$ cat config.mk
export PLATFORM = sky130hd
export DESIGN_NAME = arc_span_bounding_box_top
export DESIGN_NICKNAME = d
export VERILOG_FILES = /design/src/design/asbb_pkg.sv /design/src/design/asbb_extremes.sv /design/src/design/arc_span_bounding_box_top.sv
export SDC_FILE = /design/constraint.sdc
export NUM_CORES = 2
export LEC_CHECK = 0
export BUFFER_PORTS_ARGS = -buffer_cell sky130_fd_sc_hd__clkbuf_2
export CAP_MARGIN = 15
export CORE_ASPECT_RATIO = 1.75
export CORE_MARGIN = 8
export CORE_UTILIZATION = 55
export CTS_CLUSTER_SIZE = 25
export DETAILED_ROUTE_END_ITERATION = 16
export PLACE_DENSITY = 0.8
export REMOVE_ABC_BUFFERS = 1
export SLEW_MARGIN = 20
export SYNTH_ARGS = -nofsm -noshare
export SYNTH_HDL_FRONTEND = slang
export SYNTH_SLANG_ARGS = --single-unit
$ cat constraint.sdc
create_clock -name clk -period 12 [get_ports clk]
set_input_delay 2.4 -clock clk [delete_from_list [all_inputs] [get_ports clk]]
set_output_delay 2.4 -clock clk [all_outputs]
set_load 0.02 [all_outputs]
$ cat src/design/asbb_pkg.sv
// ----------------------------------------------------------------------------
// asbb_pkg
// shared types, widths and helpers for the span bounding box block
// ----------------------------------------------------------------------------
package asbb_pkg;

  localparam int COORD_WIDTH  = 32;
  localparam int RADIUS_WIDTH = COORD_WIDTH - 1;

  localparam logic [COORD_WIDTH-1:0] COORD_MAX = {1'b0, {(COORD_WIDTH-1){1'b1}}};
  localparam logic [COORD_WIDTH-1:0] COORD_MIN = {1'b1, {(COORD_WIDTH-1){1'b0}}};

  // quadrant codes, also the index of the axis extreme that follows them
  localparam logic [1:0] QUAD_TOP    = 2'd0;
  localparam logic [1:0] QUAD_LEFT   = 2'd1;
  localparam logic [1:0] QUAD_BOTTOM = 2'd2;
  localparam logic [1:0] QUAD_RIGHT  = 2'd3;

  typedef logic [COORD_WIDTH-1:0]  coord_t;
  typedef logic [RADIUS_WIDTH-1:0] radius_t;

  // one span as taken from the input ports
  typedef struct packed {
    coord_t  start_x;
    coord_t  start_y;
    coord_t  end_x;
    coord_t  end_y;
    logic    is_arc;
    coord_t  center_x;
    coord_t  center_y;
    radius_t radius;
    logic    sweep_positive;
  } span_t;

  // circle extremes that join the box, with their saturated coordinates
  typedef struct packed {
    logic [3:0] incl;
    coord_t     top_y;
    coord_t     left_x;
    coord_t     bottom_y;
    coord_t     right_x;
  } ext_t;

  function automatic coord_t coord_min(input coord_t a, input coord_t b);
    return ($signed(a) < $signed(b)) ? a : b;
  endfunction

  function automatic coord_t coord_max(input coord_t a, input coord_t b);
    return ($signed(a) > $signed(b)) ? a : b;
  endfunction

endpackage

$ cat src/design/asbb_extremes.sv
// ----------------------------------------------------------------------------
// asbb_extremes
// quadrant classification, swept extreme selection and saturated extremes
// ----------------------------------------------------------------------------
module asbb_extremes (
  input  asbb_pkg::span_t span,
  output asbb_pkg::ext_t  ext
);

  localparam int W = asbb_pkg::COORD_WIDTH;

  logic       s_gx, s_gy, e_gx, e_gy;
  logic [1:0] q_start, q_end, qs, qe, span_len;
  logic [W:0] cy_add, cx_sub, cy_sub, cx_add;
  logic [W:0] r_ext;

  function automatic logic [1:0] quad(input logic gx, input logic gy);
    logic [1:0] q;
    if (gx) begin
      q = gy ? asbb_pkg::QUAD_TOP : asbb_pkg::QUAD_RIGHT;
    end else begin
      q = gy ? asbb_pkg::QUAD_LEFT : asbb_pkg::QUAD_BOTTOM;
    end
    return q;
  endfunction

  always_comb begin
    s_gx = $signed(span.start_x) > $signed(span.center_x);
    s_gy = $signed(span.start_y) > $signed(span.center_y);
    e_gx = $signed(span.end_x)   > $signed(span.center_x);
    e_gy = $signed(span.end_y)   > $signed(span.center_y);
    q_start = quad(s_gx, s_gy);
    q_end   = quad(e_gx, e_gy);
    qs = span.sweep_positive ? q_end : q_start;
    qe = span.sweep_positive ? q_start : q_end;
    // quadrants crossed, modulo four; equal quadrants cross none
    span_len = qe - qs;
    for (int k = 0; k < 4; k++) begin
      ext.incl[k] = span.is_arc && ((2'(k) - qs) < span_len);
    end
  end

  // centre plus or minus radius, one guard bit, clamp on overflow
  always_comb begin
    r_ext  = {2'b00, span.radius};
    cy_add = {span.center_y[W-1], span.center_y} + r_ext;
    cx_add = {span.center_x[W-1], span.center_x} + r_ext;
    cy_sub = {span.center_y[W-1], span.center_y} - r_ext;
    cx_sub = {span.center_x[W-1], span.center_x} - r_ext;
    ext.top_y    = (cy_add[W] != cy_add[W-1]) ? asbb_pkg::COORD_MAX : cy_add[W-1:0];
    ext.right_x  = (cx_add[W] != cx_add[W-1]) ? asbb_pkg::COORD_MAX : cx_add[W-1:0];
    ext.bottom_y = (cy_sub[W] != cy_sub[W-1]) ? asbb_pkg::COORD_MIN : cy_sub[W-1:0];
    ext.left_x   = (cx_sub[W] != cx_sub[W-1]) ? asbb_pkg::COORD_MIN : cx_sub[W-1:0];
  end

endmodule

$ cat src/design/arc_span_bounding_box_top.sv
// ----------------------------------------------------------------------------
// arc_span_bounding_box_top
// axis-aligned bounding box of a line or circular arc span, one span a cycle
// ----------------------------------------------------------------------------
//
//  channel | ports                          | handshake
//  --------+--------------------------------+------------------------------
//  input   | in_* span fields               | word taken when start & !busy
//  result  | out_min_x/y, out_max_x/y       | out_valid strobe, one cycle
//
//  - one span accepted every cycle; busy is tied low
//  - each span passes the span register, then the box register
//  - the compare / saturating add / min-max path between the two sets the clock
//  - rst_n (synchronous) clears the valid flags only, payload is not reset
//  - the receiver cannot stall, so nothing ever backs up
//
module arc_span_bounding_box_top (
  input  logic                                clk,
  input  logic                                rst_n,
  input  logic                                start,
  output logic                                busy,
  input  logic signed [asbb_pkg::COORD_WIDTH-1:0]  in_start_x,
  input  logic signed [asbb_pkg::COORD_WIDTH-1:0]  in_start_y,
  input  logic signed [asbb_pkg::COORD_WIDTH-1:0]  in_end_x,
  input  logic signed [asbb_pkg::COORD_WIDTH-1:0]  in_end_y,
  input  logic                                in_is_arc,
  input  logic signed [asbb_pkg::COORD_WIDTH-1:0]  in_center_x,
  input  logic signed [asbb_pkg::COORD_WIDTH-1:0]  in_center_y,
  input  logic        [asbb_pkg::RADIUS_WIDTH-1:0] in_radius,
  input  logic                                in_sweep_positive,
  output logic                                out_valid,
  output logic signed [asbb_pkg::COORD_WIDTH-1:0]  out_min_x,
  output logic signed [asbb_pkg::COORD_WIDTH-1:0]  out_min_y,
  output logic signed [asbb_pkg::COORD_WIDTH-1:0]  out_max_x,
  output logic signed [asbb_pkg::COORD_WIDTH-1:0]  out_max_y
);

  // span register
  logic            span_vld_r;
  asbb_pkg::span_t span_r;
  asbb_pkg::ext_t  ext;

  // box register
  logic             box_vld_r;
  asbb_pkg::coord_t min_x_r, min_y_r, max_x_r, max_y_r;
  asbb_pkg::coord_t min_x_nxt, min_y_nxt, max_x_nxt, max_y_nxt;

  // never refuses a word
  assign busy = 1'b0;

  always_ff @(posedge clk) begin
    if (!rst_n) begin
      span_vld_r <= 1'b0;
      box_vld_r  <= 1'b0;
    end else begin
      span_vld_r <= start && !busy;
      box_vld_r  <= span_vld_r;
    end
  end

  // capture the span on accept
  always_ff @(posedge clk) begin
    if (start && !busy) begin
      span_r.start_x        <= in_start_x;
      span_r.start_y        <= in_start_y;
      span_r.end_x          <= in_end_x;
      span_r.end_y          <= in_end_y;
      span_r.is_arc         <= in_is_arc;
      span_r.center_x       <= in_center_x;
      span_r.center_y       <= in_center_y;
      span_r.radius         <= in_radius;
      span_r.sweep_positive <= in_sweep_positive;
    end
  end

  // which circle extremes the arc sweeps over, and where they sit
  asbb_extremes u_extremes (
    .span (span_r),
    .ext  (ext)
  );

  // box over the end points plus the selected extremes
  always_comb begin
    min_x_nxt = asbb_pkg::coord_min(span_r.start_x, span_r.end_x);
    max_x_nxt = asbb_pkg::coord_max(span_r.start_x, span_r.end_x);
    min_y_nxt = asbb_pkg::coord_min(span_r.start_y, span_r.end_y);
    max_y_nxt = asbb_pkg::coord_max(span_r.start_y, span_r.end_y);

    // top and bottom points sit at the centre x
    if (ext.incl[asbb_pkg::QUAD_TOP] || ext.incl[asbb_pkg::QUAD_BOTTOM]) begin
      min_x_nxt = asbb_pkg::coord_min(min_x_nxt, span_r.center_x);
      max_x_nxt = asbb_pkg::coord_max(max_x_nxt, span_r.center_x);
    end
    // left and right points sit at the centre y
    if (ext.incl[asbb_pkg::QUAD_LEFT] || ext.incl[asbb_pkg::QUAD_RIGHT]) begin
      min_y_nxt = asbb_pkg::coord_min(min_y_nxt, span_r.center_y);
      max_y_nxt = asbb_pkg::coord_max(max_y_nxt, span_r.center_y);
    end
    // end points need not lie on the circle, so an extreme can land on
    // either side of them
    if (ext.incl[asbb_pkg::QUAD_TOP]) begin
      min_y_nxt = asbb_pkg::coord_min(min_y_nxt, ext.top_y);
      max_y_nxt = asbb_pkg::coord_max(max_y_nxt, ext.top_y);
    end
    if (ext.incl[asbb_pkg::QUAD_LEFT]) begin
      min_x_nxt = asbb_pkg::coord_min(min_x_nxt, ext.left_x);
      max_x_nxt = asbb_pkg::coord_max(max_x_nxt, ext.left_x);
    end
    if (ext.incl[asbb_pkg::QUAD_BOTTOM]) begin
      min_y_nxt = asbb_pkg::coord_min(min_y_nxt, ext.bottom_y);
      max_y_nxt = asbb_pkg::coord_max(max_y_nxt, ext.bottom_y);
    end
    if (ext.incl[asbb_pkg::QUAD_RIGHT]) begin
      min_x_nxt = asbb_pkg::coord_min(min_x_nxt, ext.right_x);
      max_x_nxt = asbb_pkg::coord_max(max_x_nxt, ext.right_x);
    end
  end

  always_ff @(posedge clk) begin
    if (span_vld_r) begin
      min_x_r <= min_x_nxt;
      min_y_r <= min_y_nxt;
      max_x_r <= max_x_nxt;
      max_y_r <= max_y_nxt;
    end
  end

  assign out_valid = box_vld_r;
  assign out_min_x = min_x_r;
  assign out_min_y = min_y_r;
  assign out_max_x = max_x_r;
  assign out_max_y = max_y_r;

  // every accepted span gives a box, through the span register and then the box register
  a_latency: assert property (@(posedge clk) disable iff (!rst_n)
    (start && !busy) |=> ##1 out_valid)
    else $error("accepted span produced no box");

  // no box without a start that went through the span and box registers
  a_no_spurious: assert property (@(posedge clk) disable iff (!rst_n)
    out_valid |-> $past(start, 2))
    else $error("box strobe without an accepted span");

  // the box is never inverted, both end points are always inside it
  a_x_order: assert property (@(posedge clk) disable iff (!rst_n)
    out_valid |-> ($signed(out_min_x) <= $signed(out_max_x)))
    else $error("box x edges inverted");

  a_y_order: assert property (@(posedge clk) disable iff (!rst_n)
    out_valid |-> ($signed(out_min_y) <= $signed(out_max_y)))
    else $error("box y edges inverted");

endmodule
==> impl_metrics.yaml <==
die:
  fp.dieW_um: 212
  die_y_um: 358
  dieArea_sq_um: 75900
  core-area_sq_um: 66300
  ioPinCount: 358
  start_util_pct: 55.6
  rows: 125
route:
  vias: 32900
  wl_per_cell_um: 22.9
  antenna_left: 0
  drcViolationCount: 0
  drt_wl_total_mm: 128
  dr.pass1.iters: 6
  vias_per_cell: 5.90
  drtIter0Drc: 2000
clock_network:
  clock_sinks: 355
  cts_max_level: 2
  clk_pin_slew_ns: 0.07
  cts-root-buf: "clkbuf_16"
  clk-insertion-delay-late_ns: 0.60
  cts.path.max_buffers: 3
  cts_buffers: 39
  cts_tree: "done"
grt:
  grt_pass1_wl_mm: 188
  gr-usage-all-layers_pct: 32.6
  grt_max_degree: 101
  antenna_found_initial: 0
  grt_pass1_vias: 34000
  grt-ovfl-total: 0
worst_hold_path:
  min_path_cells: 0
  hp-start: "span_vld_r$_SDFF_PN0_"
  hold_end: "out_max_x[28]$_DFFE_PP_"
  hold_path_class: "flip-flop to flip-flop"
pwr:
  p_leak_nw: 21.8
  p_seq_share_pct: 19.7
  pwr-share-clk_pct: 13.4
  power_density_nw_per_um2: 206
  p_sw_mw: 4.04
  internal_power_mw: 5.23
  p_sw_share_pct: 43.5
  pwr-share-comb_pct: 66.9
  ir_worst_vdd_uv: 169
  power_mw: 9.27
worst_setup_path:
  path_max_fanout: 19
  crit_path_end_kind: "flip-flop"
  critPathLaunchType: "flip-flop"
  path_buf_inv: 7
  regToRegSetupSlack_ns: 0.28
  reg2regPathDepth: 52
  r2r-end: "out_min_y[1]$_DFFE_PP_"
  startpoint: "span_r[175]$_DFFE_PP_"
  critPathRequiredTime_ns: 12.35
  criticalPathCategory: "flip-flop to flip-flop"
  crit_top_cell: "a21oi_1"
  cpMaxStageDelayCell: "a2111oi_4"
  r2r_start: "span_r[175]$_DFFE_PP_"
  max_stage_delay_ns: 0.52
  worstPathArrival_ns: 12.07
  critPathTopFamily: "compound AO/OA/AOI/OAI gates"
layout:
  n_antenna_cell: 0
  area_growth_pct: 22.3
  final_nets: 5589
  layout-drive-gt1-share_pct: 26.9
  final_area_sq_um: 45100
yosys:
  synth-edff-count: 353
  synth_top_cell_area_share_pct: 28.8
  synth_fa_ha_area_share_pct: 24.1
  ys.flop_type: "edfxtp_1"
  synth_mux_area_share_pct: 11.7
  synth_cell_types: 88
  netlist_area_sq_um: 36900
  ys_top_cells_by_area: "edfxtp_1 29%, ha_1 24%, mux2_2 7.0%"
  synth_top_family_by_area: "adder cells"
  synth.avg_cell_area_sq_um: 9.51
  synthArstFlopShare_pct: 0
  synthSimpleGateAreaFrac_pct: 12.6
  synth_cells: 3877
  synthXorXnorAreaFrac_pct: 1.99
  yosysTopAreaCell: "edfxtp_1"
  synth-compound-area-share_pct: 15.3
  synth_seq_cells: 355
  ys_warn_count: 0
  seq_area_frac_synth_pct: 28.9
sta:
  slew_headroom_pct: 37.9
  setup_viol: 0
  worstMarginPinSlew_ns: 0.931
  fin_ws_ns: 0.275
  period_share_pct: 97.7
  clock.fmax_mhz: 85.3
  drv_slew: 0
  fin_crit_ns: 11.72
  skew_ns: 0.0332
  final_hold_viol_count: 0
run:
  maxCapViolCount: 0
placement:
  gp_congestion: 1.02
  io_buffers: 356
  hpwl_mm: 106
  dpl_cell_area_sq_um: 43000
  dpl_worst_slack_ns: -0.808
status:
  status: "completed"
==> cells by family after synthesis <==
group / after synthesis
muxes: 393
buffers and inverters: 507
AOI/OAI and AO/OA: 908
xor gates and xnor gates: 83
and+or+nand+nor: 924
DFF: 355
other: 1
adders and majority gates: 706
==> layout make-up <==
type / count / area [sq um]
Multi-Input combinational cell: 3016 / 24700
Fill cell: 5501 / 21300
Sequential cell: 355 / 10600
Timing Repair Buffer: 843 / 5800
Inverter: 400 / 1510
Tap cell: 889 / 1110
Clock buffer: 43 / 1030
Clock inverter: 27 / 240
==> power by group through the flow <==
stage               combinational [mW]  sequential, mW  clock (mW)
global route                      6.73            1.84        1.29
floorplan                         3.39            1.95           0
CTS                               5.90            1.83        1.26
detailed placement                5.85            1.85           0
finish                            6.20            1.83        1.24
global placement                  5.75            1.85           0
==> layout by cell type, fill, tap and decap left out, types with 21 or more instances in the layout <==
cell	Yosys	final
ha_1	700	697
edfxtp_1	353	353
o21ai_0	209	191
o21bai_1	26	25
nand2_1	163	161
xnor2_1	55	55
nor2_1	269	268
mux2_2	228	228
nand3_1	42	41
mux2i_1	130	118
a21o_1	156	154
nor2b_1	79	79
buf_4	1	454
buf_12	0	21
and3_1	21	21
or3_1	28	26
nor3_1	48	47
nand4_1	112	112
a21oi_1	304	291
clkbuf_2	0	355
o21a_1	49	49
xor2_1	27	26
inv_1	399	395
clkbuf_16	0	44
nand2b_1	87	87
==> repair_timing <==
item	4_1_cts	5_1_grt
endpoints found under the setup margin	96	128
hold buffers	0	0
setup buffers	1	28
pin swaps	3	22
resized for setup	16	99
cloned	0	4
==> synthesized netlist by cell type, types with 10 or more instances <==
library cell and count:
a2111oi_0 10, a211o_1 14, a211oi_1 21, a21o_1 156, a21oi_1 304, a31oi_1 19
and2_1 10, and3_1 21, buf_2 12, clkbuf_1 81, edfxtp_1 353, ha_1 700
inv_1 399, mux2_1 18, mux2_2 228, mux2_4 17, mux2i_1 130, nand2_1 163
nand2b_1 87, nand3_1 42, nand4_1 112, nor2_1 269, nor2b_1 79, nor3_1 48
nor4_1 13, o211ai_1 16, o21a_1 49, o21ai_0 209, o21bai_1 26, o31ai_1 10
or2_2 15, or3_1 28, xnor2_1 55, xor2_1 27
==> worst max-delay path by stage <==
| stage | depth (start not counted) | slack [ns] | endpoint |
|---|---|---|---|
| floorplan | 52 | -5.69 | out_max_y[11]$_DFFE_PP_ |
| global placement | 59 | -0.59 | out_max_x[23]$_DFFE_PP_ |
| detailed placement | 51 | -0.81 | out_min_y[1]$_DFFE_PP_ |
| CTS | 53 | -0.004 | out_max_y[18]$_DFFE_PP_ |
| global route | 58 | -0.12 | out_min_y[1]$_DFFE_PP_ |
| finish | 52 | 0.28 | out_min_y[1]$_DFFE_PP_ |
==> flip-flops by register name, indices dropped and copies added (netlist names) <==
signal / flops
out_min_x: 32
out_min_y: 32
span_r: 225
span_vld_r: 1
out_max_y: 32
out_valid: 1
out_max_x: 32
==> through the flow <==
stage               hold slack, ns  util, %  std cells  setup TNS (ns)
floorplan                    0.835        -       3770         -385.73
global placement             0.685     64.8       5470          -23.55
detailed placement           0.691     64.8       5470          -41.37
CTS                          0.706     66.8       5541        -0.00410
global route                 0.713     67.9       5573           -1.89
finish                       0.693     67.9       5573               0
==> layer usage <==
| metal | track usage (%) | share of wire [%] | vias up |
|---|---|---|---|
| li1 | - | - | 15800 |
| met1 | 33.3 | 35 | 15300 |
| met2 | 57.7 | 49 | 1281 |
| met3 | 3.77 | 5.0 | 471 |
| met4 | 29.2 | 10 | 0 |
| met5 | 0 | 0 | - |
Power figures use the tool's default switching activity.
